### config.mk
export PLATFORM = sky130hd
export DESIGN_NAME = file_block_packet_framer_core
export DESIGN_NICKNAME = d
export VERILOG_FILES = /design/src/rtl/fbpf_pkg.sv /design/src/rtl/fbpf_front.sv /design/src/rtl/fbpf_queue.sv /design/src/rtl/fbpf_back.sv /design/src/rtl/file_block_packet_framer_core.sv
export VERILOG_INCLUDE_DIRS = /design/src /design/src/rtl
export SDC_FILE = /design/constraint.sdc
export NUM_CORES = 1
export LEC_CHECK = 0
export BUFFER_PORTS_ARGS = -buffer_cell sky130_fd_sc_hd__buf_2
export CAP_MARGIN = 5
export CORE_MARGIN = 2
export CORE_UTILIZATION = 50
export DETAILED_ROUTE_END_ITERATION = 8
export PLACE_DENSITY_LB_ADDON = 0.12
export SLEW_MARGIN = 10
export SYNTH_ARGS = -nofsm -noshare
export SYNTH_HDL_FRONTEND = slang
export SYNTH_HIERARCHICAL = 1
export SYNTH_SLANG_ARGS = --single-unit
### constraint.sdc
create_clock -name i_clk -period 9.1 [get_ports i_clk]
set_input_delay 2.73 -clock i_clk [delete_from_list [all_inputs] [get_ports i_clk]]
set_output_delay 2.73 -clock i_clk [all_outputs]
set_load 0.05 [all_outputs]
### src/rtl/file_block_packet_framer_core_assert.svh
// Assertion macros shared by the framer RTL.
// Each macro expects i_clk and i_rst_n in the module that uses it.
`ifndef FILE_BLOCK_PACKET_FRAMER_CORE_ASSERT_SVH
`define FILE_BLOCK_PACKET_FRAMER_CORE_ASSERT_SVH

// Plain invariant, checked at every clock edge out of reset.
`define FBPF_ASSERT(lbl, prop, msg) \
    lbl: assert property (@(posedge i_clk) disable iff (!i_rst_n) (prop)) \
        else $error(msg);

// Same-cycle implication.
`define FBPF_ASSERT_IMPL(lbl, cond, prop, msg) \
    lbl: assert property (@(posedge i_clk) disable iff (!i_rst_n) (cond) |-> (prop)) \
        else $error(msg);

`endif

### src/rtl/fbpf_pkg.sv
// Shared types and constants of the file block packet framer.
// No dependencies.
`timescale 1ns / 1ps

package fbpf_pkg;

    // Block size in bytes; must be a power of two between 4 and 65536.
    localparam int BLOCK_SIZE = 1024;
    localparam int BLK_LOG2   = $clog2(BLOCK_SIZE);
    localparam int BLK_W      = BLK_LOG2 + 1;   // holds 0..BLOCK_SIZE
    localparam int PW_W       = BLK_W - 1;      // payload words of one block

    localparam int HDR_WORDS  = 4;

    // Job queue between front and back; depth must be a power of two.
    localparam int Q_DEPTH    = 4;
    localparam int Q_AW       = $clog2(Q_DEPTH);

    typedef enum logic [1:0] {
        CMD_START = 2'd0,
        CMD_FLAG  = 2'd1,
        CMD_DATA  = 2'd2,
        CMD_CLOSE = 2'd3
    } t_cmd;

    typedef enum logic [1:0] {
        ST_OK       = 2'd0,
        ST_BUSY     = 2'd1,
        ST_EMPTY    = 2'd2,
        ST_MISMATCH = 2'd3
    } t_status;

    // Header word positions
    localparam logic [1:0] HW_IDENT  = 2'd0;
    localparam logic [1:0] HW_LENGTH = 2'd1;
    localparam logic [1:0] HW_OFFSET = 2'd2;
    localparam logic [1:0] HW_PAYLD  = 2'd3;

    // One unit of work for the back end: a status, or a byte's output words.
    typedef struct packed {
        logic              is_status;
        t_status           status;
        logic              hdr;
        logic [31:0]       ident;
        logic [31:0]       len_words;
        logic [31:0]       pos_words;
        logic [PW_W-1:0]   blk_words;
        logic              pay;
        logic [31:0]       pay_word;
        logic              last;
    } t_job;

    typedef struct packed {
        logic        is_status;
        t_status     status;
        logic [31:0] word;
        logic        last;
    } t_result;

endpackage

### src/rtl/fbpf_front.sv
// Front end: takes commands and bytes, tracks file and block state, packs
// bytes into words and posts jobs to the queue. Depends on fbpf_pkg.
`timescale 1ns / 1ps
`include "file_block_packet_framer_core_assert.svh"

module fbpf_front (
    input  logic                 i_clk,
    input  logic                 i_rst_n,
    input  logic                 i_push,
    input  logic                 i_full,
    input  logic [1:0]           i_cmd,
    input  logic [31:0]          i_file_ident,
    input  logic [31:0]          i_file_bytes,
    input  logic                 i_flags_used,
    input  logic [22:0]          i_flag_count,
    input  logic [7:0]           i_keep_flag,
    input  logic [7:0]           i_data_byte,
    output logic                 o_job_wr,
    output fbpf_pkg::t_job       o_job
);
    import fbpf_pkg::*;

    logic              r_active, n_active;
    logic              r_flag_mode, n_flag_mode;
    logic [31:0]       r_ident, n_ident;
    logic [31:0]       r_len_words, n_len_words;
    logic [31:0]       r_pos, n_pos;
    logic [31:0]       r_remain, n_remain;
    logic [BLK_W-1:0]  r_bib, n_bib;
    logic              r_keep, n_keep;
    logic [23:0]       r_buf, n_buf;
    logic [1:0]        r_cnt, n_cnt;

    logic              accept;
    logic [32:0]       blocks;
    logic [32:0]       fwords;
    logic [BLK_W-1:0]  blk;
    logic [BLK_W:0]    blk_sum;
    logic [BLK_W-1:0]  bib_inc;
    logic              block_end;
    logic              last_block;
    logic [31:0]       packed_word;
    t_job              job;
    logic              job_wr;

    assign accept     = i_push && !i_full;
    assign blocks     = ({1'b0, i_file_bytes} + 33'(BLOCK_SIZE - 1)) >> BLK_LOG2;
    assign fwords     = ({1'b0, i_file_bytes} + 33'd3) >> 2;
    assign blk        = (r_remain >= 32'(BLOCK_SIZE)) ? BLK_W'(BLOCK_SIZE)
                                                      : r_remain[BLK_W-1:0];
    assign blk_sum    = {1'b0, blk} + (BLK_W + 1)'(3);
    assign bib_inc    = r_bib + BLK_W'(1);
    assign block_end  = bib_inc >= blk;
    assign last_block = r_remain <= 32'(BLOCK_SIZE);

    // Left-align the pending bytes plus this one, zero padded.
    always_comb begin
        unique case (r_cnt)
            2'd0: packed_word = {i_data_byte, 24'd0};
            2'd1: packed_word = {r_buf[7:0], i_data_byte, 16'd0};
            2'd2: packed_word = {r_buf[15:0], i_data_byte, 8'd0};
            2'd3: packed_word = {r_buf[23:0], i_data_byte};
        endcase
    end

    always_comb begin
        n_active    = r_active;
        n_flag_mode = r_flag_mode;
        n_ident     = r_ident;
        n_len_words = r_len_words;
        n_pos       = r_pos;
        n_remain    = r_remain;
        n_bib       = r_bib;
        n_keep      = r_keep;
        n_buf       = r_buf;
        n_cnt       = r_cnt;

        job           = '0;
        job.ident     = r_ident;
        job.len_words = r_len_words;
        job.pos_words = {2'd0, r_pos[31:2]};
        job.blk_words = blk_sum[BLK_W:2];
        job.pay_word  = packed_word;
        job_wr        = 1'b0;

        unique case (t_cmd'(i_cmd))
            CMD_START: begin
                job.is_status = 1'b1;
                job_wr        = 1'b1;
                priority if (r_active) begin
                    job.status = ST_BUSY;
                end else if (i_file_bytes == 32'd0) begin
                    job.status = ST_EMPTY;
                end else if (i_flags_used && (33'(i_flag_count) != blocks)) begin
                    job.status = ST_MISMATCH;
                end else begin
                    job.status  = ST_OK;
                    n_active    = 1'b1;
                    n_flag_mode = i_flags_used;
                    n_ident     = i_file_ident;
                    n_len_words = fwords[31:0];
                    n_pos       = '0;
                    n_remain    = i_file_bytes;
                    n_bib       = '0;
                    n_keep      = 1'b1;
                    n_buf       = '0;
                    n_cnt       = '0;
                end
            end
            CMD_FLAG: begin
                if (r_active && r_flag_mode && (r_bib == '0)) begin
                    n_keep = |i_keep_flag;
                end
            end
            CMD_DATA: begin
                if (r_active) begin
                    job.hdr  = r_keep && (r_bib == '0);
                    n_bib    = bib_inc;
                    if (r_keep) begin
                        if ((r_cnt == 2'd3) || block_end) begin
                            job.pay  = 1'b1;
                            job.last = block_end;
                            n_buf    = '0;
                            n_cnt    = '0;
                        end else begin
                            n_buf = {r_buf[15:0], i_data_byte};
                            n_cnt = r_cnt + 2'd1;
                        end
                    end
                    // post a job only when this byte yields words
                    job_wr = job.hdr || job.pay;
                    if (block_end) begin
                        n_bib  = '0;
                        n_buf  = '0;
                        n_cnt  = '0;
                        if (last_block) begin
                            // final block in: drop back to idle
                            n_active    = 1'b0;
                            n_flag_mode = 1'b0;
                            n_pos       = '0;
                            n_remain    = '0;
                            n_keep      = 1'b0;
                        end else begin
                            n_pos    = r_pos + 32'(BLOCK_SIZE);
                            n_remain = r_remain - 32'(BLOCK_SIZE);
                            n_keep   = 1'b1;
                        end
                    end
                end
            end
            CMD_CLOSE: begin
                n_active    = 1'b0;
                n_flag_mode = 1'b0;
                n_pos       = '0;
                n_remain    = '0;
                n_bib       = '0;
                n_keep      = 1'b0;
                n_buf       = '0;
                n_cnt       = '0;
            end
        endcase
    end

    always_ff @(posedge i_clk) begin
        if (!i_rst_n) begin
            r_active    <= 1'b0;
            r_flag_mode <= 1'b0;
            r_pos       <= '0;
            r_remain    <= '0;
            r_bib       <= '0;
            r_keep      <= 1'b0;
            r_buf       <= '0;
            r_cnt       <= '0;
        end else if (accept) begin
            r_active    <= n_active;
            r_flag_mode <= n_flag_mode;
            r_pos       <= n_pos;
            r_remain    <= n_remain;
            r_bib       <= n_bib;
            r_keep      <= n_keep;
            r_buf       <= n_buf;
            r_cnt       <= n_cnt;
        end
    end

    always_ff @(posedge i_clk) begin
        if (accept) begin
            r_ident     <= n_ident;
            r_len_words <= n_len_words;
        end
    end

    assign o_job_wr = accept && job_wr;
    assign o_job    = job;

    `FBPF_ASSERT_IMPL(a_idle_clean, !r_active, (r_bib == '0) && (r_cnt == '0), "stale block state")

endmodule

### src/rtl/fbpf_queue.sv
// Short job queue between the front and back ends.
// Depends on fbpf_pkg for the job type and depth.
`timescale 1ns / 1ps
`include "file_block_packet_framer_core_assert.svh"

module fbpf_queue (
    input  logic             i_clk,
    input  logic             i_rst_n,
    input  logic             i_wr,
    input  fbpf_pkg::t_job   i_data,
    input  logic             i_rd,
    output logic             o_full,
    output logic             o_empty,
    output fbpf_pkg::t_job   o_head
);
    import fbpf_pkg::*;

    t_job            r_mem [Q_DEPTH];
    logic [Q_AW-1:0] r_wr_ptr;
    logic [Q_AW-1:0] r_rd_ptr;
    logic [Q_AW:0]   r_count;

    logic            do_wr;
    logic            do_rd;

    assign o_full  = r_count == (Q_AW + 1)'(Q_DEPTH);
    assign o_empty = r_count == '0;
    assign do_wr   = i_wr && !o_full;
    assign do_rd   = i_rd && !o_empty;
    assign o_head  = r_mem[r_rd_ptr];

    always_ff @(posedge i_clk) begin
        if (!i_rst_n) begin
            r_wr_ptr <= '0;
            r_rd_ptr <= '0;
            r_count  <= '0;
        end else begin
            if (do_wr) begin
                r_wr_ptr <= r_wr_ptr + Q_AW'(1);
            end
            if (do_rd) begin
                r_rd_ptr <= r_rd_ptr + Q_AW'(1);
            end
            unique case ({do_wr, do_rd})
                2'b10:   r_count <= r_count + (Q_AW + 1)'(1);
                2'b01:   r_count <= r_count - (Q_AW + 1)'(1);
                default: r_count <= r_count;
            endcase
        end
    end

    always_ff @(posedge i_clk) begin
        if (do_wr) begin
            r_mem[r_wr_ptr] <= i_data;
        end
    end

    `FBPF_ASSERT(a_count_range, r_count <= (Q_AW + 1)'(Q_DEPTH), "queue count past depth")
    `FBPF_ASSERT_IMPL(a_no_overrun, i_wr, !o_full, "job written into a full queue")

endmodule

### src/rtl/fbpf_back.sv
// Back end: expands queued jobs into status and packet words, one word a cycle
// while the registered output stage is free or popped. Depends on fbpf_pkg.
`timescale 1ns / 1ps
`include "file_block_packet_framer_core_assert.svh"

module fbpf_back (
    input  logic               i_clk,
    input  logic               i_rst_n,
    input  logic               i_q_empty,
    input  fbpf_pkg::t_job     i_q_head,
    output logic               o_q_rd,
    input  logic               i_pop,
    output logic               o_valid,
    output fbpf_pkg::t_result  o_res
);
    import fbpf_pkg::*;

    logic [2:0] r_step, n_step;
    logic       r_out_valid;
    t_result    r_res;

    t_result    res;
    logic       done;
    logic       advance;

    assign advance = !i_q_empty && (!r_out_valid || i_pop);

    always_comb begin
        res  = '0;
        done = 1'b1;
        if (i_q_head.is_status) begin
            res.is_status = 1'b1;
            res.status    = i_q_head.status;
        end else if (i_q_head.hdr && (r_step < 3'(HDR_WORDS))) begin
            unique case (r_step[1:0])
                HW_IDENT:  res.word = i_q_head.ident;
                HW_LENGTH: res.word = i_q_head.len_words;
                HW_OFFSET: res.word = i_q_head.pos_words;
                HW_PAYLD:  res.word = 32'(i_q_head.blk_words);
            endcase
            done = (r_step[1:0] == HW_PAYLD) && !i_q_head.pay;
        end else begin
            res.word = i_q_head.pay_word;
            res.last = i_q_head.last;
        end
        n_step = done ? 3'd0 : r_step + 3'd1;
    end

    always_ff @(posedge i_clk) begin
        if (!i_rst_n) begin
            r_step      <= '0;
            r_out_valid <= 1'b0;
        end else if (advance) begin
            r_step      <= n_step;
            r_out_valid <= 1'b1;
        end else if (i_pop) begin
            r_out_valid <= 1'b0;
        end
    end

    // Hold the word until it is taken.
    always_ff @(posedge i_clk) begin
        if (advance) begin
            r_res <= res;
        end
    end

    assign o_q_rd  = advance && done;
    assign o_valid = r_out_valid;
    assign o_res   = r_res;

    `FBPF_ASSERT_IMPL(a_mid_job_head, r_step != 3'd0, !i_q_empty, "job head lost mid expansion")
    `FBPF_ASSERT(a_step_range, r_step <= 3'(HDR_WORDS), "word step out of range")

endmodule

### src/rtl/file_block_packet_framer_core.sv
// Top level of the file block packet framer: front end, job queue, back end.
// Depends on fbpf_pkg, fbpf_front, fbpf_queue and fbpf_back.
//
//  channel   handshake          payload
//  input     push / full        i_cmd, i_file_ident, i_file_bytes, i_flags_used,
//                               i_flag_count, i_keep_flag, i_data_byte
//  result    empty / pop        o_is_status, o_status, o_word, o_packet_last
//
// One input word is taken per cycle while the job queue has room.
// The back end sends one result word per cycle while the receiver pops; the
// first byte of a kept block costs four header words, five if it ends the block,
// absorbed by the four-entry job queue since later bytes yield a word only every
// fourth byte. A result is registered in the back end's output stage.
// Reset is synchronous; there is no clearing pass.
`timescale 1ns / 1ps

module file_block_packet_framer_core (
    input  logic        i_clk,
    input  logic        i_rst_n,
    input  logic        push,
    output logic        full,
    input  logic [1:0]  i_cmd,
    input  logic [31:0] i_file_ident,
    input  logic [31:0] i_file_bytes,
    input  logic        i_flags_used,
    input  logic [22:0] i_flag_count,
    input  logic [7:0]  i_keep_flag,
    input  logic [7:0]  i_data_byte,
    output logic        empty,
    input  logic        pop,
    output logic        o_is_status,
    output logic [1:0]  o_status,
    output logic [31:0] o_word,
    output logic        o_packet_last
);
    import fbpf_pkg::*;

    t_job    job;
    logic    job_wr;
    t_job    q_head;
    logic    q_empty;
    logic    q_rd;
    logic    out_valid;
    t_result res;

    fbpf_front u_front (
        .i_clk        (i_clk),
        .i_rst_n      (i_rst_n),
        .i_push       (push),
        .i_full       (full),
        .i_cmd        (i_cmd),
        .i_file_ident (i_file_ident),
        .i_file_bytes (i_file_bytes),
        .i_flags_used (i_flags_used),
        .i_flag_count (i_flag_count),
        .i_keep_flag  (i_keep_flag),
        .i_data_byte  (i_data_byte),
        .o_job_wr     (job_wr),
        .o_job        (job)
    );

    fbpf_queue u_queue (
        .i_clk   (i_clk),
        .i_rst_n (i_rst_n),
        .i_wr    (job_wr),
        .i_data  (job),
        .i_rd    (q_rd),
        .o_full  (full),
        .o_empty (q_empty),
        .o_head  (q_head)
    );

    fbpf_back u_back (
        .i_clk     (i_clk),
        .i_rst_n   (i_rst_n),
        .i_q_empty (q_empty),
        .i_q_head  (q_head),
        .o_q_rd    (q_rd),
        .i_pop     (pop),
        .o_valid   (out_valid),
        .o_res     (res)
    );

    assign empty         = !out_valid;
    assign o_is_status   = res.is_status;
    assign o_status      = res.status;
    assign o_word        = res.word;
    assign o_packet_last = res.last;

endmodule

==> results.py <==
metrics = {
    "clock_tree": {
        "post_cts_hold_buffer_count": 0,
        "ctsResizeCount": 0,
        "numCtsBuffers": 81,
        "tritoncts_num_sinks": 782,
        "tritoncts": "done",
        "ctsRootBufferMaster": "clkbuf_16",
        "post_cts_buffers": 0,
        "clk-insertion-delay-late_ns": 0.63,
        "number_of_levels_in_the_clock_h_tree": 3,
        "path_clk_slew_ns": 0.05,
        "cts_max_path_buffers": 3,
    },
    "timing": {
        "finalHoldViolCount": 0,
        "finClkSkew_ns": 0.0282,
        "transition_time_at_the_pin_with_the_least_slew_margin_ns": 1.09,
        "finalSetupViolations": 0,
        "fmax_ghz": 0.150,
        "finalSetupTns_ns": 0,
        "slew-limit-headroom_pct": 26.4,
        "hold-worst-slack_ns": 0.466,
        "final_period_minus_worst_setup_slack_ns": 6.67,
        "setup_ws_ns": 2.43,
        "final_max_slew_viol_count": 0,
        "grt_setup_unrepaired": "false",
        "fin_crit_sh_pct": 73.3,
    },
    "route": {
        "detail_route.vias_per_cell": 6.02,
        "detail_route.wl_per_cell_um": 25.1,
        "detail-route-antenna-nets": 0,
        "routed-via-count": 19500,
        "dr.pass1.iters": 6,
        "post_route_wl_mm": 81.1,
        "detail_route.iter0.violations": 1674,
        "drc": 0,
    },
    "cells_and_area": {
        "layout_commonest_cell": "edfxtp_1",
        "layout.core_utilization_pct": 56.7,
        "layout.area.seq_mm2": 0.0224,
        "footprint_of_the_multi_input_gates_mm2": 0.0100,
        "fill_cells": 5239,
        "final_cell_mix": "edfxtp_1, nand2_1, buf_2",
        "finalNetCount": 2437,
        "antennaDiodeCount": 0,
        "fraction_of_final_layout_cells_sized_beyond_drive_strength_1_pct": 20.5,
        "synthToLayoutAreaGrowth_pct": 12.2,
    },
    "pwr": {
        "worst_ir_drop_vdd_mv": 0.141,
        "power_per_cell_area_mw_per_mm2": 205,
        "fin_total_pwr_w": 0.00766,
        "power.static_leakage_nw": 12.0,
    },
    "worst_setup_path": {
        "crit_path_max_fanout": 26,
        "worst_ep_arrival_time_ns": 6.96,
        "crit_required_ns": 9.39,
        "end_kind": "flip-flop",
        "critical_path.startpoint_type": "input port",
        "worstSetupPathType": "in2reg",
    },
    "logic_synthesis": {
        "part_of_the_yosys_area_used_for_sequential_elements_pct": 67.3,
        "synth_area_leaders": "edfxtp_1, mux4_2, dfxtp_1",
        "synthesis.instances": 2172,
        "synth-async-reset-ratio_pct": 0,
        "synthesis.area_per_instance_um2": 15.3,
        "number_of_enable_type_register_cells_in_the_synthesized_netlist": 675,
        "postSynth.topFlopCell": "edfxtp_1",
        "number_of_register_bits_inferred_by_synthesis": 782,
        "post_synthesis_instance_area_mm2": 0.0333,
        "yosys_warnings": 6,
        "post-synth-top-area-fraction_pct": 60.9,
        "yosys.area.top_type": "edfxtp_1",
        "post_synth_num_cell_types": 80,
    },
    "floorplanning": {
        "boundaryPins": 148,
        "floorplan.die.width_um": 262,
        "die_height_um": 262,
        "placementRows": 94,
        "core_region_area_mm2": 0.0659,
        "floorplan.initialDensity_pct": 50.6,
        "fp.dieArea_mm2": 0.0687,
    },
    "global_routing": {
        "globalRouteTotalUtil_pct": 23.8,
        "globalRoute.totalOverflow": 0,
        "grt_antenna_before_repair": 1,
        "grt_pass1_wl_mm": 121,
        "maximum_number_of_pins_on_one_net_before_global_route_repair": 107,
        "grt_pass1_vias": 19800,
    },
    "min_path": {
        "worst_min_delay_path_class": "reg2reg",
    },
    "place": {
        "place_hpwl_mm": 51.6,
        "gp_congestion": 0.872,
        "port_buffers": 147,
        "detailedPlace.worstSlack_ns": 1.86,
    },
    "job": {
        "maxCapViolCount": 0,
    },
    "status": {
        "outcome": "finished, final reports clean",
    },
}
[final cells by class]
| class | count | share of cell area, % |
|---|---|---|
| repair buffers | 181 | 2.82 |
| multi-input cells | 1200 | 26.8 |
| well taps | 864 | 2.89 |
| clock inverters | 38 | 0.744 |
| clock buffers | 113 | 6.21 |
| flip-flops and latches | 782 | 60.0 |
| inverters | 52 | 0.523 |
[power breakdown]
group          switching (W)  internal, W  leakage (nW)  total [W]
Sequential         0.0000284      0.00393          6.93    0.00396
Combinational       0.000338     0.000165          3.80   0.000502
Clock                0.00136      0.00185          1.29    0.00321
Total                0.00172      0.00594          12.0    0.00766
[metrics by stage]
stage / cells / cell area (um2)
floorplan: 2182 / 33300
global placement: 3079 / 34800
detailed placement: 3079 / 34800
CTS: 3230 / 37400
global route: 3230 / 37400
finish: 3230 / 37400
[path summary, 6_finish.rpt]
kind,startpoint,end,slack (ns),cells past startpoint
setup reg to reg,u_front/r_remain[12],u_queue/r_mem[0][24],2.51,17
hold reg to reg,u_front/r_buf[19],u_front/r_buf[19],0.47,2
setup / recovery,i_file_bytes[16],u_front/r_len_words[30],2.43,11
hold / removal,u_front/r_buf[19],u_front/r_buf[19],0.47,2
[cells in the mapped netlist (8+ instances only)]
cell type / number
a21oi_1: 83
a221o_1: 32
a222oi_1: 16
a22o_1: 20
a22oi_1: 19
a31oi_1: 19
and2_1: 27
and3_1: 13
buf_2: 45
buf_4: 15
buf_6: 14
clkbuf_1: 67
dfxtp_1: 107
edfxtp_1: 675
ha_1: 28
inv_1: 51
mux2i_1: 39
mux4_2: 144
nand2_1: 179
nand2b_1: 24
nand3_1: 69
nand4_1: 22
nor2_1: 102
nor2b_1: 10
nor3_1: 28
nor4_1: 25
o21a_1: 9
o21ai_0: 52
o22ai_1: 10
o31ai_1: 8
or3_1: 10
or4_1: 15
or4b_1: 12
xnor2_1: 46
xor2_1: 35
[sequential cells by signal, summed over array words and instances (netlist names), 3 cells and up, named ones only]
name	flops
u_queue/r_count	3
u_front/r_len_words	31
u_back/r_step	3
u_front/r_pos	22
u_front/r_buf	24
u_front/r_ident	32
u_queue/r_mem	576
u_front/r_remain	32
u_back/o_res	36
u_front/r_bib	11
[routing by layer]
metal  part of all wire (%)  vias up  global-route usage, %
li1                       -     8759                      -
met1                     42     9936                   32.6
met2                     49      654                   38.9
met3                    6.1      109                   3.78
met4                    2.8        2                   8.29
met5                  0.016        -                      0
[cell families (layout without fill, tap and decap cells)]
family                   count (synthesis)  in the layout  share of synthesized area, %
AO/OA/AOI/OAI                          322            322                          6.77
XOR/XNOR                                81             81                          2.13
adder cells (fa/ha/maj)                 29             29                          1.11
buffers and inverters                  200            384                          2.91
flip-flops                             782            782                          67.3
multiplexers                           183            183                          10.9
other                                    1             11                        0.0113
AND/OR/NAND/NOR                        574            574                          8.85
[worst max-delay path, cell delays in order]
cell	delay [ns]
buf_2	0.28
nand4_1	0.33
nor4_1	0.66
a21oi_1	0.15
a2111oi_0	0.51
o211ai_1	0.26
nor4_2	0.43
nor2_1	0.10
buf_4	0.20
nor2_4	0.82
buf_4	0.46
No activity file was read; power rests on OpenSTA's default activity.
